<file path="src/rtl/sfnc_pkg.sv">
`timescale 1ns / 1ps
// ----------------------------------------------------------------------------
// sfnc_pkg
// Shared types and constants for the strict file name checker.
// ----------------------------------------------------------------------------

package sfnc_pkg;

    // Width of one UTF-16 code unit
    localparam int CHAR_W = 16;

    // One input beat as held in the input register
    typedef struct packed {
        logic [CHAR_W-1:0] character;
        logic              is_last;
        logic              empty_name;
    } beat_t;

    // Verdict produced by the scanner for the beat it is stepping
    typedef struct packed {
        logic has_result;
        logic ok;
    } verdict_t;

endpackage

</file>
<file path="src/rtl/strict_file_name_checker_core.sv">
`timescale 1ns / 1ps
// ----------------------------------------------------------------------------
// strict_file_name_checker_core
// Checks a single-segment file name streamed one UTF-16 unit per beat and
// returns one pass/fail verdict on the beat that ends the name.
// ----------------------------------------------------------------------------
//
//  channel | direction | handshake           | payload
//  --------+-----------+---------------------+------------------------------
//  input   | in        | in_valid / in_stall | character, is_last, empty_name
//  result  | out       | out_valid/out_stall | name_ok
//
//  One beat per cycle sustained unless a name-ending beat is held behind a
//  stalled result. A name-ending beat passes through the input register and
//  then the result register before its verdict shows. Beats that do not end
//  a name never wait on the result side. Reset clears all valid flags and the
//  scan state. A stalled result holds its value; the input stalls only when a
//  name-ending beat is held behind a stalled result.

module strict_file_name_checker_core (
    input  logic                        clk,
    input  logic                        rst_n,
    input  logic                        in_valid,
    output logic                        in_stall,
    input  logic [sfnc_pkg::CHAR_W-1:0] character,
    input  logic                        is_last,
    input  logic                        empty_name,
    output logic                        out_valid,
    input  logic                        out_stall,
    output logic                        name_ok
);
    import sfnc_pkg::*;

    beat_t    in_beat;
    beat_t    held_beat;
    logic     held_valid;
    logic     advance;
    logic     slot_free;
    logic     step;
    verdict_t verdict;

    logic out_valid_reg;
    logic out_valid_next;
    logic name_ok_reg;
    logic load_result;

    assign in_beat = '{character: character, is_last: is_last, empty_name: empty_name};

    // Move on when no result is due or the result register has room
    assign slot_free = !out_valid_reg || !out_stall;
    assign advance   = !(held_beat.is_last || held_beat.empty_name) || slot_free;
    assign step      = held_valid && advance;

    sfnc_in_reg u_in_reg (
        .clk        (clk),
        .rst_n      (rst_n),
        .in_valid   (in_valid),
        .in_beat    (in_beat),
        .advance    (advance),
        .in_stall   (in_stall),
        .held_valid (held_valid),
        .held_beat  (held_beat)
    );

    sfnc_scan u_scan (
        .clk     (clk),
        .rst_n   (rst_n),
        .step    (step),
        .beat    (held_beat),
        .verdict (verdict)
    );

    // Result register
    assign load_result    = step && verdict.has_result;
    assign out_valid_next = load_result ? 1'b1 : (out_valid_reg && out_stall);

    always_ff @(posedge clk or negedge rst_n)
    begin
        if (!rst_n)
        begin
            out_valid_reg <= 1'b0;
        end
        else
        begin
            out_valid_reg <= out_valid_next;
        end
    end

    always_ff @(posedge clk)
    begin
        if (load_result)
        begin
            name_ok_reg <= verdict.ok;
        end
    end

    assign out_valid = out_valid_reg;
    assign name_ok   = name_ok_reg;

endmodule

</file>
<file path="src/rtl/sfnc_in_reg.sv">
`timescale 1ns / 1ps
// ----------------------------------------------------------------------------
// sfnc_in_reg
// Input register: captures one beat and holds it until the scanner takes it.
// ----------------------------------------------------------------------------

module sfnc_in_reg (
    input  logic            clk,
    input  logic            rst_n,
    input  logic            in_valid,
    input  sfnc_pkg::beat_t in_beat,
    input  logic            advance,
    output logic            in_stall,
    output logic            held_valid,
    output sfnc_pkg::beat_t held_beat
);
    import sfnc_pkg::*;

    logic  valid_reg;
    logic  valid_next;
    beat_t beat_reg;
    logic  load;

    // Stall while a held beat cannot move on
    assign in_stall   = valid_reg && !advance;
    assign load       = in_valid && !in_stall;
    assign valid_next = load ? 1'b1 : (valid_reg && !advance);

    // Control
    always_ff @(posedge clk or negedge rst_n)
    begin
        if (!rst_n)
        begin
            valid_reg <= 1'b0;
        end
        else
        begin
            valid_reg <= valid_next;
        end
    end

    // Payload, no reset
    always_ff @(posedge clk)
    begin
        if (load)
        begin
            beat_reg <= in_beat;
        end
    end

    assign held_valid = valid_reg;
    assign held_beat  = beat_reg;

endmodule

</file>
<file path="src/rtl/sfnc_scan.sv">
`timescale 1ns / 1ps
// ----------------------------------------------------------------------------
// sfnc_scan
// Per-name scan state and the single-pass verdict logic for one beat.
// ----------------------------------------------------------------------------

module sfnc_scan (
    input  logic               clk,
    input  logic               rst_n,
    input  logic               step,
    input  sfnc_pkg::beat_t    beat,
    output sfnc_pkg::verdict_t verdict
);
    import sfnc_pkg::*;

    localparam logic [CHAR_W-1:0] CH_CTRL_LIMIT = 16'h0020;
    localparam logic [CHAR_W-1:0] CH_SPACE      = 16'h0020;
    localparam logic [CHAR_W-1:0] CH_DOT        = 16'h002E;
    localparam logic [CHAR_W-1:0] CH_BSLASH     = 16'h005C;
    localparam logic [CHAR_W-1:0] CH_SLASH      = 16'h002F;
    localparam logic [CHAR_W-1:0] CH_COLON      = 16'h003A;
    localparam logic [CHAR_W-1:0] CH_LT         = 16'h003C;
    localparam logic [CHAR_W-1:0] CH_GT         = 16'h003E;
    localparam logic [CHAR_W-1:0] CH_QUOTE      = 16'h0022;
    localparam logic [CHAR_W-1:0] CH_BAR        = 16'h007C;
    localparam logic [CHAR_W-1:0] CH_QMARK      = 16'h003F;
    localparam logic [CHAR_W-1:0] CH_STAR       = 16'h002A;
    localparam logic [CHAR_W-1:0] CH_LOW_A      = 16'h0061;
    localparam logic [CHAR_W-1:0] CH_LOW_Z      = 16'h007A;
    localparam logic [CHAR_W-1:0] CH_CASE_DIFF  = 16'h0020;
    localparam logic [CHAR_W-1:0] CH_DIGIT_1    = 16'h0031;
    localparam logic [CHAR_W-1:0] CH_DIGIT_9    = 16'h0039;
    localparam logic [2:0]        POS_SAT       = 3'd5;
    localparam logic [2:0]        LEN_THREE     = 3'd3;
    localparam logic [2:0]        LEN_FOUR      = 3'd4;
    localparam int                HEAD_N        = 4;

    // Reserved device stems, three characters each
    localparam logic [3*CHAR_W-1:0] NAME_CON = {16'h0043, 16'h004F, 16'h004E};
    localparam logic [3*CHAR_W-1:0] NAME_PRN = {16'h0050, 16'h0052, 16'h004E};
    localparam logic [3*CHAR_W-1:0] NAME_AUX = {16'h0041, 16'h0055, 16'h0058};
    localparam logic [3*CHAR_W-1:0] NAME_NUL = {16'h004E, 16'h0055, 16'h004C};
    localparam logic [3*CHAR_W-1:0] NAME_COM = {16'h0043, 16'h004F, 16'h004D};
    localparam logic [3*CHAR_W-1:0] NAME_LPT = {16'h004C, 16'h0050, 16'h0054};

    function automatic logic [CHAR_W-1:0] fold_upper(input logic [CHAR_W-1:0] c);
        logic [CHAR_W-1:0] r;
        r = c;
        if (c >= CH_LOW_A && c <= CH_LOW_Z)
        begin
            r = c - CH_CASE_DIFF;
        end
        return r;
    endfunction

    function automatic logic is_forbidden(input logic [CHAR_W-1:0] c);
        return (c < CH_CTRL_LIMIT) || c == CH_BSLASH || c == CH_SLASH ||
               c == CH_COLON || c == CH_LT || c == CH_GT || c == CH_QUOTE ||
               c == CH_BAR || c == CH_QMARK || c == CH_STAR;
    endfunction

    // State
    logic [2:0]        char_position_reg;
    logic [2:0]        char_position_next;
    logic [CHAR_W-1:0] first_chars_reg [HEAD_N];
    logic [CHAR_W-1:0] first_chars_next [HEAD_N];
    logic [2:0]        trimmed_len_reg;
    logic [2:0]        trimmed_len_next;
    logic              inside_stem_reg;
    logic              inside_stem_next;
    logic              bad_seen_reg;
    logic              bad_seen_next;

    // Values after this beat, before any end-of-name clear
    logic [CHAR_W-1:0]   c;
    logic [CHAR_W-1:0]   fc_upd [HEAD_N];
    logic [2:0]          len_upd;
    logic                inside_upd;
    logic                bad_upd;
    logic [2:0]          pos_upd;
    logic [3*CHAR_W-1:0] head3;
    logic                is_port_digit;
    logic                reserved;
    logic                name_end;

    assign c        = beat.character;
    assign name_end = beat.is_last || beat.empty_name;

    // Running updates for one character
    always_comb
    begin
        for (int i = 0; i < HEAD_N; i++)
        begin
            fc_upd[i] = (char_position_reg == 3'(i)) ? c : first_chars_reg[i];
        end
        bad_upd    = bad_seen_reg || is_forbidden(c);
        inside_upd = inside_stem_reg;
        len_upd    = trimmed_len_reg;
        if (inside_stem_reg)
        begin
            if (c == CH_DOT)
            begin
                inside_upd = 1'b0;
            end
            else if (c != CH_SPACE)
            begin
                len_upd = (char_position_reg < POS_SAT) ? char_position_reg + 3'd1 : POS_SAT;
            end
        end
        pos_upd = (char_position_reg < POS_SAT) ? char_position_reg + 3'd1 : POS_SAT;
    end

    // Reserved stem match on the folded head
    always_comb
    begin
        head3         = {fold_upper(fc_upd[0]), fold_upper(fc_upd[1]), fold_upper(fc_upd[2])};
        is_port_digit = (fc_upd[3] >= CH_DIGIT_1) && (fc_upd[3] <= CH_DIGIT_9);
        reserved      = 1'b0;
        if (len_upd == LEN_THREE)
        begin
            reserved = head3 == NAME_CON || head3 == NAME_PRN ||
                       head3 == NAME_AUX || head3 == NAME_NUL;
        end
        else if (len_upd == LEN_FOUR)
        begin
            reserved = (head3 == NAME_COM || head3 == NAME_LPT) && is_port_digit;
        end
    end

    // Verdict for the current beat
    always_comb
    begin
        verdict.has_result = name_end;
        verdict.ok         = !beat.empty_name && !bad_upd && c != CH_DOT &&
                             c != CH_SPACE && !reserved;
    end

    // Next state: clear at the end of every name
    always_comb
    begin
        char_position_next = char_position_reg;
        trimmed_len_next   = trimmed_len_reg;
        inside_stem_next   = inside_stem_reg;
        bad_seen_next      = bad_seen_reg;
        for (int i = 0; i < HEAD_N; i++)
        begin
            first_chars_next[i] = first_chars_reg[i];
        end
        if (step)
        begin
            if (name_end)
            begin
                char_position_next = '0;
                trimmed_len_next   = '0;
                inside_stem_next   = 1'b1;
                bad_seen_next      = 1'b0;
                for (int i = 0; i < HEAD_N; i++)
                begin
                    first_chars_next[i] = '0;
                end
            end
            else
            begin
                char_position_next = pos_upd;
                trimmed_len_next   = len_upd;
                inside_stem_next   = inside_upd;
                bad_seen_next      = bad_upd;
                for (int i = 0; i < HEAD_N; i++)
                begin
                    first_chars_next[i] = fc_upd[i];
                end
            end
        end
    end

    always_ff @(posedge clk or negedge rst_n)
    begin
        if (!rst_n)
        begin
            char_position_reg <= '0;
            trimmed_len_reg   <= '0;
            inside_stem_reg   <= 1'b1;
            bad_seen_reg      <= 1'b0;
            for (int i = 0; i < HEAD_N; i++)
            begin
                first_chars_reg[i] <= '0;
            end
        end
        else
        begin
            char_position_reg <= char_position_next;
            trimmed_len_reg   <= trimmed_len_next;
            inside_stem_reg   <= inside_stem_next;
            bad_seen_reg      <= bad_seen_next;
            for (int i = 0; i < HEAD_N; i++)
            begin
                first_chars_reg[i] <= first_chars_next[i];
            end
        end
    end

endmodule

</file>
<file path="config.mk">
export PLATFORM = sky130hd
export DESIGN_NAME = strict_file_name_checker_core
export DESIGN_NICKNAME = d
export VERILOG_FILES = /design/src/rtl/sfnc_pkg.sv /design/src/rtl/strict_file_name_checker_core.sv /design/src/rtl/sfnc_in_reg.sv /design/src/rtl/sfnc_scan.sv
export SDC_FILE = /design/constraint.sdc
export NUM_CORES = 1
export LEC_CHECK = 0
export BUFFER_PORTS_ARGS = -buffer_cell sky130_fd_sc_hd__clkbuf_2
export CAP_MARGIN = 20
export CORE_ASPECT_RATIO = 1.5
export CORE_UTILIZATION = 50
export CTS_BUF_LIST = sky130_fd_sc_hd__clkbuf_16
export DETAILED_ROUTE_END_ITERATION = 6
export GPL_TIMING_DRIVEN = 0
export HOLD_SLACK_MARGIN = 0.12
export PLACE_DENSITY = 0.67
export SYNTH_ARGS = -nofsm -noshare
export SYNTH_HDL_FRONTEND = slang
export SYNTH_SLANG_ARGS = --single-unit
</file>
<file path="constraint.sdc">
create_clock -name clk -period 3 [get_ports clk]
set_input_delay 0.6 -clock clk [delete_from_list [all_inputs] [get_ports clk]]
set_output_delay 0.6 -clock clk [all_outputs]
set_load 0.005 [all_outputs]
</file>
==> impl_summary.log <==
INFO  metric run_status = complete, no violations
INFO  metric cts-root-to-sink-buffers = 2
INFO  metric yosysSeqAreaShare = 0.5251
INFO  metric grt_max_degree = 50
INFO  metric port_buffers = 24
INFO  metric all_layer_global_routing_usage = 0.3038
INFO  metric internal_power = 2.163 mW
INFO  metric unrepaired_setup_endpoints_after_global_routing = true
INFO  metric final-max-slew-violation-count = 0
INFO  metric ir_drop = 0.0004319 V
INFO  metric core_region_area = approximately 8900 um2
INFO  metric slew_headroom = 0.4565
INFO  metric cts.reportedPaths.clkPinSlew = roughly 70 ps
INFO  metric hold_buffers = 0
INFO  metric leakagePower = 2.271 nW
INFO  metric initialDrtViolationCount = 259
INFO  metric cp.arrival = 3100 ps
INFO  metric gpl.final_weighted_congestion = 0.8992
INFO  metric ios = 25
INFO  metric final_net_count = 498
INFO  metric flow.area_growth_from_synthesis = 15.42%
INFO  metric post_synth_edffs = 19
INFO  metric via_count = 3,790
INFO  metric max_slew.worst_pin.slew = 815.2 ps
INFO  metric antenna-diode-count = 0
INFO  metric detailedRoute.firstPassIterationCount = 5
INFO  metric combPwrFrac = 0.189
INFO  metric clkSinkCount = just over 90
INFO  metric synthDominantAreaCellType = dfrtp_1
INFO  metric dieWidth = 80.45 um
INFO  metric number_of_levels_the_h_tree_was_split_into = 3
INFO  metric post_route_cells_drive_above_1_share = 0.1543
INFO  metric design_area = 5328 um2
INFO  metric seq_power_share = 0.464
INFO  metric grt-ovfl-total = 0
INFO  metric syn_area_per_cell = 10.78 um2
INFO  metric post_drt_via_cell_ratio = 6.501
INFO  metric fin_worst_skew = 10.67 ps
INFO  metric clock.fmax = 333.9 MHz
INFO  metric maxCapViolCount = 0
INFO  metric p_per_area = a little under 600 nW/um2
INFO  metric power_frac_clock = 0.347
INFO  metric first_global_vias = 3,785
INFO  metric report.final.hold_viol_count = 0
INFO  metric placement_rows = 42
INFO  metric fp.dieArea = just under 10,000 um2
INFO  metric tritoncts_clock_tree = yes
INFO  metric final_period_minus_worst_setup_slack = approximately 3000 ps
INFO  metric postSynthRegisterBits = 93
INFO  metric fin_tns_setup = 0 ps
INFO  metric syn_nets = 458
INFO  metric wirelength = between 10,000 and 15,000 um
INFO  metric ff2ff_path_depth = 10
INFO  metric clock_latency_reported_for_the_late_side_of_the_worst_skew_pair = 350 ps
INFO  metric first_pass_grt_wire_length = 21,050 um
INFO  metric numPlacedInstances = 563
INFO  metric remaining_drc_errors = 0
INFO  metric cts_root_buf = clkbuf_16
INFO  metric cts_buffers = 9
INFO  metric report.final.setup_viol = 0
INFO  metric timing.setup.critical_path_class = reg -> reg
INFO  metric setup.worst_path.end_class = flop
INFO  metric mappedNetlistArea = roughly 4600 um2
INFO  metric critical_path.startpoint_type = flop
INFO  metric worstHoldPathType = in -> async
INFO  metric worstPathRequired = 3110 ps
INFO  metric yosysWarningCount = 0
INFO  metric placedInstanceArea = 4903 um2
INFO  metric synthCells = 428
INFO  metric routedWlPerCell = 23.10 um
INFO  metric die_h = ~120 um
INFO  metric number_of_standard_cells_in_the_final_layout_excluding_fillers = 583
INFO  metric final_util = 0.5999
INFO  metric yosys.cell_types.count = 53
INFO  metric largest_register_ff_count = 64
INFO  metric drtAntennaViolNets = 0
INFO  metric asyncSetResetFlopFracSynth = 0.7957
INFO  metric yosys.area.top_type_share = 0.3958
INFO  metric final_min_period_over_clock_period = 0.9984
INFO  metric synth.area.top_cells = dfrtp_1 40%, edfxtp_1 12%, a22o_1 10%
INFO  metric switching_power = 0.9558 mW
INFO  metric floorplan.initialDensity = 0.5197
INFO  metric synth_flop_cell = dfrtp_1
INFO  metric dp_hpwl = 9464 um
INFO  metric worst-path-max-fanout = 10
INFO  metric swShare = 0.3064
INFO  metric grt_antenna_before_repair = 0
[Yosys cell counts, drive strengths merged (2+ instances only)]
cell type and count:
a2111oi 2, a211oi 3, a21o 6, a21oi 9, a22o 59, a22oi 3, a311oi 2, a31oi 7
a32oi 3, and2 2, buf 2, clkbuf 28, dfrtp 73, edfxtp 19, ha 8, inv 12
mux2 2, mux2i 19, nand2 21, nand2b 5, nand3 15, nand3b 2, nand4 4, nand4b 3
nor2 30, nor2b 7, nor3 10, nor3b 6, nor4 9, nor4b 3, nor4bb 4, o21a 3
o21ai 23, o22ai 2, o31ai 3, or3 6, or4 2
[stage by stage]
stage	hold WS, ps	worst slack, ps	total power, mW
finish	191.3	4.833	3.119
global route	224.4	-46.85	3.235
CTS	206.4	27.98	3.092
detailed placement	468.0	-522.1	1.995
global placement	464.9	-520.8	1.985
floorplan	304.4	69.84	1.800
[area by class of cell]
class | instances | area [um2]
Fill cell | 756 | 3553
Sequential cell | 93 | 2425
Multi-Input combinational cell | 293 | 2122
Clock buffer | 9 | 225.2
Timing Repair Buffer | 31 | 195.2
Tap cell | 110 | 137.6
Buffer | 28 | 126.4
Clock inverter | 7 | 51.30
Inverter | 12 | 45.04
[per-layer routing]
| metal | share of wire | track usage |
|---|---|---|
| met4 | 0.048 | 0.1719 |
| met5 | 0 | 0 |
| met2 | 0.51 | 0.5148 |
| met3 | 0.032 | 0.03498 |
| met1 | 0.41 | 0.3674 |
[cells in the final DEF, fill, tap and decap left out, types with 8 or more instances in the layout]
| cell | instances |
|---|---|
| mux2i_1 | 15 |
| dfrtp_1 | 72 |
| ha_1 | 8 |
| nor4_1 | 8 |
| a21oi_1 | 9 |
| nor2_1 | 30 |
| clkbuf_16 | 9 |
| nand3_1 | 15 |
| clkbuf_2 | 26 |
| edfxtp_1 | 19 |
| inv_1 | 13 |
| a22o_1 | 55 |
| nor3_1 | 10 |
| nand2_1 | 21 |
| o21ai_0 | 22 |
| clkbuf_1 | 22 |
[path summary, 6_finish.rpt]
check,startpoint,endpoint,slack [ps]
min in group clk,empty_name,u_in_reg.held_beat[0]$_DFFE_PP_,420
setup reg to reg,u_scan.char_position_reg[0]$_DFFE_PN0P_,name_ok$_DFFE_PP_,5
hold reg to reg,u_scan.first_chars_reg[0]$_DFFE_PN0P_,u_scan.first_chars_reg[0]$_DFFE_PN0P_,490
setup / recovery,u_scan.char_position_reg[0]$_DFFE_PN0P_,name_ok$_DFFE_PP_,5
hold / removal,rst_n,u_in_reg.held_valid$_DFF_PN0_,190
max in group asynchronous,rst_n,u_scan.first_chars_reg[4]$_DFFE_PN0P_,2220
[repair_timing]
item / 4_1_cts / 5_1_grt
pin swaps: 1 / 1
cloned: 0 / 0
setup endpoints to repair: 1 / 1
setup buffers: 3 / 3
resized for setup: 19 / 9
[worst max-delay path, stage by stage, from the launching register on]
cell and delay (ps):
dfrtp_2 440, inv_1 90, ha_1 270, nand2b_1 150, clkbuf_8 210, mux2i_4 280
a211oi_1 130, a2111oi_4 440, a22oi_1 100, or3_1 320, o31a_1 310
[logic make-up after synthesis]
kind of cell               count (synthesis)  share of synthesized area
AOI/OAI and AO/OA                        133                     0.2196
adders and majority gates                  8                    0.02169
buffers and inverters                     42                    0.03442
DFF                                       93                     0.5251
muxes                                     21                    0.04608
and+or+nand+nor                          131                     0.1532
[power groups by stage]
stage	Clock [mW]	Sequential [mW]	Combinational, mW
5_1_grt	1.14	1.45	0.639
3_3_place_gp	0	1.47	0.519
2_1_floorplan	0	1.44	0.361
3_5_place_dp	0	1.47	0.527
6_report	1.08	1.45	0.590
4_1_cts	1.09	1.44	0.559
Power figures use the tool's default switching activity.
